### config.mk
export PLATFORM = sky130hd
export DESIGN_NAME = zip_traditional_stream_cipher_flat
export DESIGN_NICKNAME = d
export VERILOG_FILES = /design/src/sv/zipc_pkg.sv /design/src/sv/zipc_ifs.sv /design/src/sv/zipc_keys.sv /design/src/sv/zip_traditional_stream_cipher.sv /design/src/flat_wrapper.sv
export SDC_FILE = /design/constraint.sdc
export NUM_CORES = 1
export LEC_CHECK = 0
export BUFFER_PORTS_ARGS = -buffer_cell sky130_fd_sc_hd__buf_4
export CAP_MARGIN = 0
export CORE_ASPECT_RATIO = 1.1
export CORE_MARGIN = 4
export CORE_UTILIZATION = 41
export DETAILED_ROUTE_END_ITERATION = 7
export HOLD_SLACK_MARGIN = 0.15
export PLACE_DENSITY = 0.54
export RECOVER_POWER = 25
export SYNTH_ARGS = -nofsm -noshare
export SYNTH_HDL_FRONTEND = slang
export SYNTH_SLANG_ARGS = --single-unit
### constraint.sdc
create_clock -name clk -period 14.9 [get_ports clk]
set_input_delay 1.49 -clock clk [delete_from_list [all_inputs] [get_ports clk]]
set_output_delay 1.49 -clock clk [all_outputs]
set_load 0.01 [all_outputs]
### src/sv/zipc_pkg.sv
// Shared constants, types and key-schedule functions for the ZipCrypto stream cipher.
package zipc_pkg;

  localparam logic [31:0] KEY0_INIT = 32'h12345678;
  localparam logic [31:0] KEY1_INIT = 32'h23456789;
  localparam logic [31:0] KEY2_INIT = 32'h34567890;
  localparam logic [31:0] LCG_MULT  = 32'h08088405;
  localparam logic [31:0] CRC_POLY  = 32'hEDB88320;

  typedef enum logic [1:0] {
    OP_RESTART = 2'd0,
    OP_ABSORB  = 2'd1,
    OP_DATA    = 2'd2
  } opcode_t;

  // Command from the handshake logic to the key registers
  typedef struct packed {
    logic       load;
    logic       absorb;
    logic [7:0] plain;
  } key_cmd_t;

  // One entry of the reflected CRC-32 table
  function automatic logic [31:0] crc_entry(input logic [7:0] idx);
    logic [31:0] c;
    c = {24'd0, idx};
    for (int i = 0; i < 8; i++) begin
      c = c[0] ? ((c >> 1) ^ CRC_POLY) : (c >> 1);
    end
    return c;
  endfunction

  function automatic logic [31:0] crc_step(input logic [31:0] crc, input logic [7:0] b);
    return crc_entry(crc[7:0] ^ b) ^ {8'd0, crc[31:8]};
  endfunction

  function automatic logic [7:0] stream_byte(input logic [31:0] k2);
    logic [15:0] t;
    logic [15:0] prod;
    t    = k2[15:0] | 16'h0002;
    prod = t * (t ^ 16'h0001);
    return prod[15:8];
  endfunction

endpackage

### src/sv/zipc_ifs.sv
// Channel interfaces: input items, result items and the mode write channel.
interface zipc_in_if;
  logic       valid;
  logic       ready;
  logic [1:0] opcode;
  logic [7:0] byte_value;
  logic       last_in;
  modport source (output valid, opcode, byte_value, last_in, input ready);
  modport sink (input valid, opcode, byte_value, last_in, output ready);
endinterface

interface zipc_out_if;
  logic       valid;
  logic       ready;
  logic [7:0] out_byte;
  logic       last_out;
  modport source (output valid, out_byte, last_out, input ready);
  modport sink (input valid, out_byte, last_out, output ready);
endinterface

interface zipc_cfg_if;
  logic valid;
  logic ready;
  logic encrypt_mode;
  modport source (output valid, encrypt_mode, input ready);
  modport sink (input valid, encrypt_mode, output ready);
endinterface

### src/sv/zipc_keys.sv
// Key registers with the CRC-32 / LCG update and the keystream byte.
module zipc_keys (
  input  logic              clk,
  input  logic              rst,
  input  zipc_pkg::key_cmd_t cmd,
  output logic [7:0]        ks
);
  import zipc_pkg::*;

  logic [31:0] key_zero, key_one, key_two;
  logic [31:0] key_zero_next, key_one_next, key_two_next;

  always_comb begin
    key_zero_next = crc_step(key_zero, cmd.plain);
    // constant multiplier: a handful of shifted adds
    key_one_next  = (key_one + {24'd0, key_zero_next[7:0]}) * LCG_MULT + 32'd1;
    key_two_next  = crc_step(key_two, key_one_next[31:24]);
  end

  always_ff @(posedge clk) begin
    if (rst || cmd.load) begin
      key_zero <= KEY0_INIT;
      key_one  <= KEY1_INIT;
      key_two  <= KEY2_INIT;
    end else if (cmd.absorb) begin
      key_zero <= key_zero_next;
      key_one  <= key_one_next;
      key_two  <= key_two_next;
    end
  end

  assign ks = stream_byte(key_two);

endmodule

### src/sv/zip_traditional_stream_cipher.sv
// Top level of the ZipCrypto byte stream cipher.
//   channel | dir | handshake     | payload
//   din     | in  | valid/ready   | opcode, byte_value, last_in
//   dout    | out | valid/ready   | out_byte, last_out
//   cfg     | in  | valid/ready   | encrypt_mode (ready always high)
// One item per cycle sustained while results are taken; an item is held in the input register,
// and a data byte's result is loaded into the result register as the item leaves it.
// The key feedback (keystream multiply, CRC step, LCG step, CRC step) is combinational
// from the key registers back to them. Reset loads the key constants and clears both stages and the mode.
// A stalled result holds only data items back; restart and password items pass.
module zip_traditional_stream_cipher (
  input logic     clk,
  input logic     rst,
  zipc_in_if.sink  din,
  zipc_out_if.source dout,
  zipc_cfg_if.sink cfg
);
  import zipc_pkg::*;

  logic       encrypt_mode;
  logic       s1_valid;
  opcode_t    s1_op;
  logic [7:0] s1_byte;
  logic       s1_last;
  logic       res_valid;
  logic [7:0] res_byte;
  logic       res_last;

  logic       s1_adv;
  logic       s1_is_data;
  logic [7:0] ks;
  logic [7:0] r;
  key_cmd_t   cmd;

  assign cfg.ready = 1'b1;

  always_ff @(posedge clk) begin
    if (rst) begin
      encrypt_mode <= 1'b0;
    end else if (cfg.valid && cfg.ready) begin
      encrypt_mode <= cfg.encrypt_mode;
    end
  end

  assign s1_is_data = (s1_op == OP_DATA);
  assign s1_adv     = s1_valid && (!s1_is_data || !res_valid || dout.ready);
  assign din.ready  = !s1_valid || s1_adv;
  assign r          = s1_byte ^ ks;

  always_comb begin
    cmd.load   = 1'b0;
    cmd.absorb = 1'b0;
    cmd.plain  = s1_byte;
    unique case (s1_op)
      OP_RESTART: cmd.load = s1_adv;
      OP_ABSORB:  cmd.absorb = s1_adv;
      OP_DATA: begin
        cmd.absorb = s1_adv;
        cmd.plain  = encrypt_mode ? s1_byte : r;
      end
      default: ;
    endcase
  end

  zipc_keys u_keys (
    .clk (clk),
    .rst (rst),
    .cmd (cmd),
    .ks  (ks)
  );

  always_ff @(posedge clk) begin
    if (rst) begin
      s1_valid <= 1'b0;
    end else if (din.valid && din.ready) begin
      s1_valid <= 1'b1;
    end else if (s1_adv) begin
      s1_valid <= 1'b0;
    end
  end

  always_ff @(posedge clk) begin
    if (din.valid && din.ready) begin
      s1_op   <= opcode_t'(din.opcode);
      s1_byte <= din.byte_value;
      s1_last <= din.last_in;
    end
  end

  always_ff @(posedge clk) begin
    if (rst) begin
      res_valid <= 1'b0;
    end else if (s1_adv && s1_is_data) begin
      res_valid <= 1'b1;
    end else if (dout.ready) begin
      res_valid <= 1'b0;
    end
  end

  always_ff @(posedge clk) begin
    if (s1_adv && s1_is_data) begin
      res_byte <= r;
      res_last <= s1_last;
    end
  end

  assign dout.valid    = res_valid;
  assign dout.out_byte = res_byte;
  assign dout.last_out = res_last;

`ifndef SYNTH
  a_reset_empty: assert property (@(posedge clk) rst |=> (!s1_valid && !res_valid))
    else $error("pipeline not empty after reset");

  a_rise_from_data: assert property (@(posedge clk) disable iff (rst)
    $rose(res_valid) |-> $past(s1_valid && s1_op == OP_DATA))
    else $error("result appeared without a data item");

  a_data_held: assert property (@(posedge clk) disable iff (rst)
    (s1_valid && s1_is_data && res_valid && !dout.ready) |=> (s1_valid && $stable(s1_byte)))
    else $error("data item lost while result stalled");
`endif

endmodule

### src/flat_wrapper.sv
// flat-port wrapper written by rule: the top's interface ports become plain ports
module zip_traditional_stream_cipher_flat import zipc_pkg::*;
  (clk, rst, din_valid, din_opcode, din_byte_value, din_last_in, din_ready, dout_valid, dout_out_byte, dout_last_out, dout_ready, cfg_valid, cfg_encrypt_mode, cfg_ready);
  zipc_in_if din_i ();
  zipc_out_if dout_i ();
  zipc_cfg_if cfg_i ();
  input logic clk;
  input logic rst;
  input wire logic [$bits(din_i.valid)-1:0] din_valid;
  input wire logic [$bits(din_i.opcode)-1:0] din_opcode;
  input wire logic [$bits(din_i.byte_value)-1:0] din_byte_value;
  input wire logic [$bits(din_i.last_in)-1:0] din_last_in;
  output wire logic [$bits(din_i.ready)-1:0] din_ready;
  output wire logic [$bits(dout_i.valid)-1:0] dout_valid;
  output wire logic [$bits(dout_i.out_byte)-1:0] dout_out_byte;
  output wire logic [$bits(dout_i.last_out)-1:0] dout_last_out;
  input wire logic [$bits(dout_i.ready)-1:0] dout_ready;
  input wire logic [$bits(cfg_i.valid)-1:0] cfg_valid;
  input wire logic [$bits(cfg_i.encrypt_mode)-1:0] cfg_encrypt_mode;
  output wire logic [$bits(cfg_i.ready)-1:0] cfg_ready;
  assign din_i.valid = din_valid;
  assign din_i.opcode = din_opcode;
  assign din_i.byte_value = din_byte_value;
  assign din_i.last_in = din_last_in;
  assign din_ready = din_i.ready;
  assign dout_valid = dout_i.valid;
  assign dout_out_byte = dout_i.out_byte;
  assign dout_last_out = dout_i.last_out;
  assign dout_i.ready = dout_ready;
  assign cfg_i.valid = cfg_valid;
  assign cfg_i.encrypt_mode = cfg_encrypt_mode;
  assign cfg_ready = cfg_i.ready;
  zip_traditional_stream_cipher u_core (.clk(clk), .rst(rst), .din(din_i), .dout(dout_i), .cfg(cfg_i));
endmodule
**After elaboration in Yosys (flattened, before gate mapping)**

Index checks and enable logic that the tools add are counted.

- Register bits: 119

- Add/subtract/negate cells: 2
- Multipliers: 2
- Equality and inequality tests: 2
- Mux-type cells: 24
- Bitwise operators: 22
- Reduce and logical (&&, ||, !) cells: 14

Operators by type and width:

| operator | number |
|---|---|
| 32-bit two-way mux | 16 |
| 13-bit NOT with 14-bit output | 14 |
| 32-bit by 24-bit XOR with 32-bit output | 2 |
| 32-bit by 1-bit adder with 32-bit output, second input constant | 1 |
| 32-bit by 8-bit adder with 32-bit output | 1 |
| 32-bit by 28-bit multiplier with 32-bit output, second input constant | 1 |
| 1-bit NOT with 14-bit output | 2 |
| 8-bit XOR | 3 |
| 16-bit by 16-bit multiplier with 16-bit output | 1 |
| 8-bit two-way mux | 2 |
| 1-bit two-way mux | 6 |
| 1-bit logical OR | 4 |
| 2-bit nonzero test | 2 |
| 1-bit logical AND | 3 |
| 1-bit zero test | 3 |
| 2-bit by 1-bit == test with 1-bit output, second input constant | 1 |
| 2-bit == test, second input constant | 1 |
| 2-bit zero test | 1 |
| 2-bit OR reduction | 1 |
| 1-bit NOT | 1 |

**Logic depth before layout (Yosys ltp)**

Gate-level depths: netlist (run 1).

- Depth in word-level cells: 44
- Depth in mapped cells: 56
- Mapped depth without buffers: 55

**By module**

A second synthesis (run 1) with hierarchy kept.

- Cells, all modules: 1472
- Area, all modules: 13489.2 sq um

By module, submodules not included:

| module | times used | cells an instance | area an instance (sq um) | seq. area each (sq um) |
|---|---|---|---|---|
| zipc_keys | 1 | 1405 | 12490.7 | 1921.8 |
| zip_traditional_stream_cipher | 1 | 67 | 998.5 | 660.6 |

**Least setup slack after synthesis (run 1)**

No wires, ideal clock.

- Kind: register to register
- From: register u_core.u_keys.key_two[3]
- To: register u_core.u_keys.key_two[5]
- Arrival time: 12730 ps
- Path slack: 2051 ps
- Stages on the path, launching flop included: 53
- Buffers on the path: 1
- Clock period less this slack: 12849 ps
- Cell sequence: dfxtp_1 -> clkbuf_1 -> inv_1 -> nor2_1 -> fa_1 -> inv_1 -> fa_1 -> inv_1 -> fa_1 -> inv_1 -> fa_1 -> inv_1 -> fa_1 -> inv_1 -> fa_1 -> inv_1 -> ha_1 -> o21ai_0 -> (+17 left out) -> ha_1 -> a21oi_1 -> fa_1 -> fa_1 -> inv_1 -> fa_1 -> xnor2_1 -> xnor2_1 -> xnor2_1 -> xnor2_1 -> xnor2_1 -> xnor2_1 -> xnor2_4 -> xnor3_4 -> xnor2_4 -> xnor3_1 -> nand2_1 -> a21oi_1

- Elaborated cells between the ends (all ways): 38
- Those cells by class: add/sub: 2; mul: 2; mux: 18; bitwise: 16

RTL lines:

| what | RTL line | source |
|---|---|---|
| start, declared | zipc_keys.sv:10 | `logic [31:0] key_zero, key_one, key_two;` |
| start signal, assigned | zipc_keys.sv:28 | `key_two <= key_two_next;` |
| 16-bit by 16-bit multiplier with 16-bit output * | zipc_pkg.sv:41 | `prod = t * (t ^ 16'h0001);` |
| 8-bit XOR * | zip_traditional_stream_cipher.sv:48 | `assign r = s1_byte ^ ks;` |
| 8-bit two-way mux * | zip_traditional_stream_cipher.sv:59 | `cmd.plain = encrypt_mode ? s1_byte : r;` |
| 8-bit two-way mux * | zip_traditional_stream_cipher.sv:54 | `unique case (s1_op)` |
| 8-bit XOR * | zipc_pkg.sv:34 | `return crc_entry(crc[7:0] ^ b) ^ {8'd0, crc[31:8]};` |
| 32-bit two-way mux * (6 in series) | zipc_pkg.sv:28 | `c = c[0] ? ((c >> 1) ^ CRC_POLY) : (c >> 1);` |
| 13-bit NOT with 14-bit output (no source line) or 32-bit two-way mux (tied branches) | -- |  |
| 32-bit two-way mux * (2 in series) | zipc_pkg.sv:28 |  |
| (+1 left out) | -- |  |
| net u_core.u_keys.key_zero_next[7] | zipc_keys.sv:11 | `logic [31:0] key_zero_next, key_one_next, key_two_next;` |
| (+2 left out) | -- |  |
| 32-bit by 1-bit adder with 32-bit output * | zipc_keys.sv:16 | `key_one_next = (key_one + {24'd0, key_zero_next[7:0]}) * LCG_MULT + 32'd1;` |
| 8-bit XOR * | zipc_pkg.sv:34 |  |
| 32-bit two-way mux * (4 in series) | zipc_pkg.sv:28 |  |
| 13-bit NOT with 14-bit output (no source line) | -- |  |
| 32-bit two-way mux * (3 in series) | zipc_pkg.sv:28 |  |
| 13-bit NOT with 14-bit output (no source line) | -- |  |
| 32-bit two-way mux * | zipc_pkg.sv:28 |  |
| 32-bit by 24-bit XOR with 32-bit output * | zipc_pkg.sv:34 |  |

Mark *: on every way through the listed nets, which the timed path passes. The rest lies on a longest branch.
A chain may end at the register's enable or synchronous reset.

**Worst setup path after layout (run 1)**

- From: register u_core.u_keys.key_two[2]
- To: register u_core.u_keys.key_two[21]

- Elaborated cells between the ends (all ways): 40
- Those cells by class: add/sub: 2; mul: 2; mux: 18; bitwise: 18

RTL lines:

| what | RTL line |
|---|---|
| 16-bit by 16-bit multiplier with 16-bit output * | zipc_pkg.sv:41 |
| 8-bit XOR * | zip_traditional_stream_cipher.sv:48 |
| 8-bit two-way mux * | zip_traditional_stream_cipher.sv:59 |
| 8-bit two-way mux * | zip_traditional_stream_cipher.sv:54 |
| 8-bit XOR * | zipc_pkg.sv:34 |
| 32-bit two-way mux * (6 in series) | zipc_pkg.sv:28 |
| 13-bit NOT with 14-bit output (no source line) or 32-bit two-way mux (tied branches) | -- |
| 32-bit two-way mux * (2 in series) | zipc_pkg.sv:28 |
| (+1 left out) | -- |
| net u_core.u_keys.key_zero_next[7] | zipc_keys.sv:11 |
| (+7 left out) | -- |
| 32-bit two-way mux * (2 in series) | zipc_pkg.sv:28 |
| 13-bit NOT with 14-bit output (no source line) | -- |
| 32-bit two-way mux * | zipc_pkg.sv:28 |
| 13-bit NOT with 14-bit output (no source line) | -- |
| 32-bit two-way mux * (2 in series) | zipc_pkg.sv:28 |
| 13-bit NOT with 14-bit output (no source line) | -- |
| 32-bit two-way mux * | zipc_pkg.sv:28 |
| 32-bit by 24-bit XOR with 32-bit output * | zipc_pkg.sv:34 |

Marked as above.

==> results.ini, run 1 <==
[run_status]
status=finished, final reports clean

[global_routing]
antenna_found_initial=0
grt_start_max_net_pins=65
track_usage_pct=18.47
grt_pass1_vias=10670
overflow=0
grt_first_pass_wirelength_um=55140

[critical_path]
critPathCaptureType=flip-flop
arrival_ns=14.26
critPathKind=flip-flop to flip-flop
r2r_end=u_core.u_keys.key_two[21]$_SDFFE_PP0P_
slowest_stage=xnor3_4
regToRegSetupSlack_ns=0.93
cp-start-kind=flip-flop
path_common_cell=fa_1
crit_required_ns=15.20
cp_max_fo=16
slowest_delay_ns=0.70
r2r_cells=45
timing.rr.start=u_core.u_keys.key_two[2]$_SDFFE_PP0P_

[drt]
vias=10206
wl_met2_um=16870
wl_met3_um=534
wl_per_cell_um=16.22
routed_via_density=5.028
drt-met1-wl_um=15010
highest_layer=met4
drtPass1Iterations=5
ant_nets=0
drc_errors=0
wirelength_um=32930
drt_iter0_drc=505

[yosys]
netlist_top_cells_area=fa_1 (16%), ha_1 (16%), dfxtp_1 (14%)
synth_top_cell_by_area=fa_1
avgSynthCellArea_um2=8.859
synth-edff-count=20
yosys_warnings=0
yosys-top-cells-count=inv_1 (250), ha_1 (176), xnor2_1 (167), nand2_1 (162), fa_1 (113)
syn_inst=1562
synth_seq_cells=119
yosysUniqueCellTypes=72
synth_most_common_cell=inv_1
synthArstFlopShare_pct=0
ys.flop_type=dfxtp_1
ys_seq_area_share_pct=18.66
yosysTopAreaCellShare_pct=16.35
netlist_area_um2=13840

[timing]
setup_tns_ns=0
worst_pin_slew_ns=0.9015
fmax_mhz=71.61
fin_crit_sh_pct=93.73
slew_headroom_pct=39.47
min_period_ns=13.97
finClkSkew_ns=0.01224
setup_viol=0
slew_violations=0
hold_viol=0
rsz0062_at_grt=no

[finish]
area_growth_pct=10.24
antenna_cells=0
fill_cells=3296
drive_gt1_share_pct=7.134
stdcell_area_um2=15250
nets=1891

[clock_tree]
cts-htree-levels=4
numCtsBuffers=17
cts_root_buf=clkbuf_16
cts_sinks=119
clock_latency_ns=0.43
cts_tree=yes
ctsHoldBuffers=0
clk_pin_slew_worst_paths_ns=0.06
cts_buffer_depth=2

[floorplan]
die-height_um=200.7
core_area_um2=33280
dieArea_um2=36760
pin_count=29
rows=70
initial_core_util_pct=41.58
die_w_um=183.2

[hold_path]
hold_depth=0
hold_start=u_core.s1_last$_DFFE_PP_
min_to=u_core.dout.last_out$_DFFE_PP_
hold_path.class=flip-flop to flip-flop

[placement]
dp_hpwl_um=26750
portBuffers=27
gp_congestion=0.9120
place_area_um2=14560

[run]
max-cap-violations=0

## worst max-delay path, delay by kind of cell (launching register included)
family	cells	cell delay, ns
simple gates	13	2.78
fa+ha+maj	13	5.38
compound gates	6	1.56
xor+xnor	8	2.98
flops	1	0.69
buf+inv	5	0.41
## repair_timing
action | 4_1_cts | 5_1_grt
setup buffers | 0 | 3
gates resized for setup | 0 | 9
hold endpoints to repair | 0 | 0
setup endpoints to repair | 0 | 25
## kinds of logic (layout without fill, tap and decap cells)
| logic type | after synthesis | after routing | synth area share (%) |
|---|---|---|---|
| and+or+nand+nor | 366 | 366 | 11.98 |
| buffers and inverters | 299 | 334 | 8.292 |
| adders and majority gates | 289 | 289 | 32.26 |
| xor gates and xnor gates | 256 | 256 | 17.88 |
| AOI/OAI and AO/OA | 229 | 229 | 10.67 |
| DFF | 119 | 119 | 18.66 |
| muxes | 3 | 3 | 0.2261 |
| other | 1 | 2 | 0.02710 |
## state kept, by name, indices dropped and copies added (netlist names)
name                    count
u_core.dout.last_out        1
u_core.dout.out_byte        8
u_core.dout.valid           1
u_core.encrypt_mode         1
u_core.s1_byte              8
u_core.s1_last              1
u_core.s1_op                2
u_core.s1_valid             1
u_core.u_keys.key_one      32
u_core.u_keys.key_two      32
u_core.u_keys.key_zero     32
## routing by layer
layer  vias up  track usage [%]
met3        32            1.903
met5         -                0
met1      4970            24.03
met2       100            32.81
li1       5104                -
met4         0            4.550
## final cells by class
class	instances	area (um2)	share of cell area, %
timing repair buffer	52	379.1	2.485
inverter	250	938.4	6.152
sequential	119	2582	16.93
clock buffer	17	425.4	2.789
tap	432	540.5	3.544
clock inverter	15	192.7	1.263
multi-input combinational	1145	10190	66.84
## how the worst max path moves through the flow
stage                     depth (start not counted)                                     end                             startpoint  slack (ns)
after floorplan                                  52   u_core.u_keys.key_two[5]$_SDFFE_PP0P_  u_core.u_keys.key_two[3]$_SDFFE_PP0P_        2.05
after detailed placement                         50  u_core.u_keys.key_two[25]$_SDFFE_PP0P_  u_core.u_keys.key_two[3]$_SDFFE_PP0P_        0.62
after global placement                           50  u_core.u_keys.key_two[25]$_SDFFE_PP0P_  u_core.u_keys.key_two[3]$_SDFFE_PP0P_        0.82
after CTS                                        50  u_core.u_keys.key_two[25]$_SDFFE_PP0P_  u_core.u_keys.key_two[3]$_SDFFE_PP0P_        0.57
final                                            45  u_core.u_keys.key_two[21]$_SDFFE_PP0P_  u_core.u_keys.key_two[2]$_SDFFE_PP0P_        0.93
after global routing                             51  u_core.u_keys.key_two[21]$_SDFFE_PP0P_  u_core.u_keys.key_two[2]$_SDFFE_PP0P_        0.10
## metrics by stage
step	utilization (%)	hold WS [ns]	instances	worst slack [ns]
6_report	45.83	0.4294	2030	0.9349
5_1_grt	45.83	0.4520	2030	0.1010
4_1_cts	45.61	0.4338	2027	0.5734
3_3_place_gp	43.75	0.4033	1995	0.8229
2_1_floorplan	-	0.4003	1563	2.051
3_5_place_dp	43.75	0.4260	1995	0.6172
## cells in the final DEF, fill, tap and decap left out, drive strengths merged, types with 20 or more instances in the layout
master  netlist  routed
inv         250     257
ha          176     176
xnor2       174     174
nand2       162     162
fa          113     113
dfxtp        99      99
a21oi        87      87
nor2         83      83
xor2         73      73
buf          15      36
o211ai       34      34
clkbuf       34      33
o21ai        32      32
nand3        26      26
edfxtp       20      20
Power of run 1 is not shown: default switching activity piles up to over one toggle a cycle in this logic, so the estimate is an artifact.
==> run 2, diff against run 1 <==
--- a/config.mk
+++ b/config.mk
@@ -6,11 +6,11 @@
 export NUM_CORES = 1
 export LEC_CHECK = 0
 export BUFFER_PORTS_ARGS = -buffer_cell sky130_fd_sc_hd__buf_4
-export CAP_MARGIN = 0
 export CORE_ASPECT_RATIO = 1.1
 export CORE_MARGIN = 4
 export CORE_UTILIZATION = 41
 export DETAILED_ROUTE_END_ITERATION = 7
+export GPL_TIMING_DRIVEN = 0
 export HOLD_SLACK_MARGIN = 0.15
 export PLACE_DENSITY = 0.54
 export RECOVER_POWER = 25
==> constraint.sdc (replaced) <==
create_clock -name clk -period 13.68 [get_ports clk]
set_input_delay 1.368 -clock clk [delete_from_list [all_inputs] [get_ports clk]]
set_output_delay 1.368 -clock clk [all_outputs]
set_load 0.01 [all_outputs]
==> results.ini, run 2 (same netlist as run 1, synthesis figures left out) <==
[run_status]
status=finished, final reports clean

[timing]
setup_viol=0
hold_viol=0
fmax_mhz=75.87
fin_crit_sh_pct=96.35
hold_slack_ns=0.4212
setup_tns_ns=0
slew_headroom_pct=7.198
min_period_ns=13.18
worst_pin_slew_ns=1.382
slew_violations=0
finClkSkew_ns=0.01232

[floorplan]
initial_core_util_pct=41.58
core_area_um2=33280
rows=70
die_w_um=183.2
die-height_um=200.7
dieArea_um2=36760
pin_count=29

[critical_path]
slowest_stage=a222oi_1
cp_max_fo=10
crit_required_ns=13.98
critPathKind=flip-flop to flip-flop
slowest_delay_ns=0.62
path_buf_inv=11
path_common_cell=inv_1
arrival_ns=13.48
cp-start-kind=flip-flop
critPathCaptureType=flip-flop
crit_family=adder cells

[drt]
drtPass1Iterations=5
routed_via_density=5.137
drc_errors=0
wl_per_cell_um=17.87
ant_nets=0
drt_iter0_drc=565
vias=10783
wirelength_um=37500

[clock_tree]
cts_root_buf=clkbuf_16
cts_buffer_depth=2
numCtsBuffers=17
cts-htree-levels=4
clock_latency_ns=0.43
cts_sinks=119
cts_tree=yes
ctsHoldBuffers=0
clk_pin_slew_worst_paths_ns=0.06

[run]
max-cap-violations=0

[finish]
post-route-util_pct=49.24
nets=1960
reg_top3=u_core.u_keys.key_one (32), u_core.u_keys.key_two (32), u_core.u_keys.key_zero (32)
antenna_cells=0
drive_gt1_share_pct=14.10
layout_commonest_cell=inv_1
most-common-layout-cells=inv_1 (247), ha_1 (166), nand2_1 (161)
multi_input_area_um2=10900
area_growth_pct=18.43
regArea_um2=2585
fill_cells=3198

[placement]
dp_hpwl_um=29140
gp_congestion=0.8741
portBuffers=27

[global_routing]
overflow=0
grt_pass1_vias=10986
antenna_found_initial=0
grt_first_pass_wirelength_um=59310
grt_start_max_net_pins=17
track_usage_pct=20.37

[hold_path]
hold_path.class=flip-flop to flip-flop

run 2: cell count changes in the layout (fill, tap and decap cells not counted), moves of 6 or more:
| cell | delta |
|---|---|
| ha_2 | +7 |
| xnor2_2 | +17 |
| a21oi_2 | +6 |
| buf_2 | +6 |
| nor2_1 | -7 |
| clkbuf_1 | +34 |
| xor2_1 | -16 |
| xor2_2 | +12 |
| o21ai_0 | -6 |
| ha_1 | -10 |
| buf_4 | +19 |
| a21oi_1 | -6 |
| xnor2_4 | +11 |
| xnor2_1 | -28 |
run 2: stage by stage:
step	instances	area, um2	worst slack (ns)
after detailed placement	2022	14580	-1.828
after floorplan	1563	13840	0.8308
final	2099	16390	0.4997
after global placement	2022	14580	-1.846
after CTS	2066	15640	0.003188
after global routing	2099	16390	-0.08422
run 2: area by class of cell:
class	instances	share of cell area [%]
Buffer	46	1.359
Tap cell	432	3.298
Sequential cell	119	15.77
Inverter	250	5.765
Clock inverter	9	0.8246
Clock buffer	23	3.176
Timing Repair Buffer	75	3.283
Multi-Input combinational cell	1145	66.52
run 2: what timing repair did:
item,4_1_cts,5_1_grt
setup buffers,14,34
setup endpoints to repair,38,33
pin swaps,8,27
resized for setup,54,100
run 2: routing by layer:
metal	vias to the layer above	track usage, %	wire (um)
met5	-	0	0
met4	0	4.710	654
met3	34	2.410	1002
met2	172	36.30	19290
met1	5343	26.34	16560
li1	5234	-	-
run 2: final timing paths:
check / start / end / slack (ns) / depth (start not counted)
max: u_core.u_keys.key_two[6]$_SDFFE_PP0P_ / u_core.u_keys.key_two[5]$_SDFFE_PP0P_ / 0.50 / 49
min: u_core.s1_last$_DFFE_PP_ / u_core.dout.last_out$_DFFE_PP_ / 0.42 / 0
max reg2reg: u_core.u_keys.key_two[6]$_SDFFE_PP0P_ / u_core.u_keys.key_two[5]$_SDFFE_PP0P_ / 0.50 / 49
min reg2reg: u_core.s1_last$_DFFE_PP_ / u_core.dout.last_out$_DFFE_PP_ / 0.42 / 0
Power of run 2 is left out for the same reason.
==> run 3, diff against run 2 <==
--- a/config.mk
+++ b/config.mk
@@ -13,7 +13,6 @@
 export GPL_TIMING_DRIVEN = 0
 export HOLD_SLACK_MARGIN = 0.15
 export PLACE_DENSITY = 0.54
-export RECOVER_POWER = 25
 export SYNTH_ARGS = -nofsm -noshare
 export SYNTH_HDL_FRONTEND = slang
 export SYNTH_SLANG_ARGS = --single-unit
==> constraint.sdc (replaced) <==
create_clock -name clk -period 16.15 [get_ports clk]
set_input_delay 1.615 -clock clk [delete_from_list [all_inputs] [get_ports clk]]
set_output_delay 1.615 -clock clk [all_outputs]
set_load 0.01 [all_outputs]
==> results.ini, run 3 (same netlist as run 1, synthesis figures left out) <==
[timing]
fin_crit_sh_pct=94.38
setup_viol=0
slew_headroom_pct=-0.5481
hold_viol=0
slew_violations=1
rsz0062_at_grt=no
finClkSkew_ns=0.01347
fmax_mhz=65.60
min_period_ns=15.24
timing.final.ws_setup_ns=0.9071
worst_pin_slew_ns=1.497
setup_tns_ns=0

[finish]
regArea_um2=2582
most-common-layout-cells=inv_1 (250), ha_1 (176), xnor2_1 (165)
layout_commonest_cell=inv_1
nets=1915
antenna_cells=0
reg_top3=u_core.u_keys.key_one (32), u_core.u_keys.key_two (32), u_core.u_keys.key_zero (32)
area_growth_pct=10.30
drive_gt1_share_pct=5.672
multi_input_area_um2=10130
fill_cells=3336

[clock_tree]
cts_tree=yes
cts_sinks=119
numCtsBuffers=17
clk_pin_slew_worst_paths_ns=0.06
ctsHoldBuffers=0
post-cts-setup-buffers=0
cts_buffer_depth=2
cts-htree-levels=4
cts_root_buf=clkbuf_16
clock_latency_ns=0.43

[global_routing]
track_usage_pct=20.00
grt_start_max_net_pins=17
overflow=0
grt_pass1_vias=10801
antenna_found_initial=0
grt_first_pass_wirelength_um=58330

[critical_path]
critPathCaptureType=flip-flop
crit_required_ns=16.45
slowest_delay_ns=0.79
cp_max_fo=10
path_common_cell=inv_1
critPathKind=flip-flop to flip-flop
slowest_stage=xnor2_1
arrival_ns=15.54
cp-start-kind=flip-flop

[drt]
wl_per_cell_um=17.57
drtPass1Iterations=7
routed_via_density=5.084
ant_nets=0
vias=10443
drt_iter0_drc=549
wirelength_um=36080
drc_errors=0

[floorplan]
core_area_um2=33280
dieArea_um2=36760
initial_core_util_pct=41.58
rows=70
die_w_um=183.2
die-height_um=200.7
pin_count=29

[placement]
gp_congestion=0.8741
dp_slack_ns=0.6424
portBuffers=27
dp_hpwl_um=29140

[run_status]
status=finished with violations
violations=max-capacitance violations, max-slew violations

[hold_path]
hold_path.class=flip-flop to flip-flop

[run]
max-cap-violations=1

==> run 3: area by class of cell <==
type	instances	share of cell area [%]
Tap cell	432	3.542
Clock inverter	9	0.8854
Multi-Input combinational cell	1145	66.40
Buffer	49	1.369
Inverter	250	6.149
Timing Repair Buffer	27	1.328
Sequential cell	119	16.92
Clock buffer	23	3.410
==> run 3: path summary, 6_finish.rpt <==
| path | start | end | slack, ns | cells after the start |
|---|---|---|---|---|
| worst min-delay path | u_core.s1_last$_DFFE_PP_ | u_core.dout.last_out$_DFFE_PP_ | 0.42 | 0 |
| worst max register to register | u_core.u_keys.key_two[3]$_SDFFE_PP0P_ | u_core.u_keys.key_two[5]$_SDFFE_PP0P_ | 0.91 | 51 |
| worst min register to register | u_core.s1_last$_DFFE_PP_ | u_core.dout.last_out$_DFFE_PP_ | 0.42 | 0 |
| worst max-delay path | u_core.u_keys.key_two[3]$_SDFFE_PP0P_ | u_core.u_keys.key_two[5]$_SDFFE_PP0P_ | 0.91 | 51 |
==> run 3: metrics by stage <==
step	std cells	area [um2]	hold slack, ns	utilization (%)
global route	2054	15260	0.4283	45.86
detailed placement	2022	14580	0.4182	43.82
CTS	2054	15240	0.4277	45.79
floorplan	1563	13840	0.4003	-
finish	2054	15260	0.4206	45.86
global placement	2022	14580	0.4028	43.82
==> run 3: critical path: cells and delay by family (launching register included) <==
kind	cells	cell delay, ns
simple gates	9	1.73
flops	1	0.36
buf+inv	12	1.81
xor+xnor	9	3.97
fa+ha+maj	13	5.24
compound gates	8	1.98
==> run 3: routing by layer <==
| layer | up-vias | global-route usage [%] | share of wire (%) |
|---|---|---|---|
| li1 | 5149 | - | - |
| met5 | - | 0 | 0 |
| met3 | 23 | 2.320 | 2.3 |
| met4 | 0 | 3.991 | 1.4 |
| met2 | 124 | 35.84 | 51 |
| met1 | 5147 | 25.99 | 45 |
==> run 3: repair_timing <==
| item | 4_1_cts | 5_1_grt |
|---|---|---|
| resized for setup | 0 | 5 |
| endpoints found under the hold margin | 0 | 0 |
| endpoints found under the setup margin | 0 | 8 |
Power of run 3 is left out for the same reason.
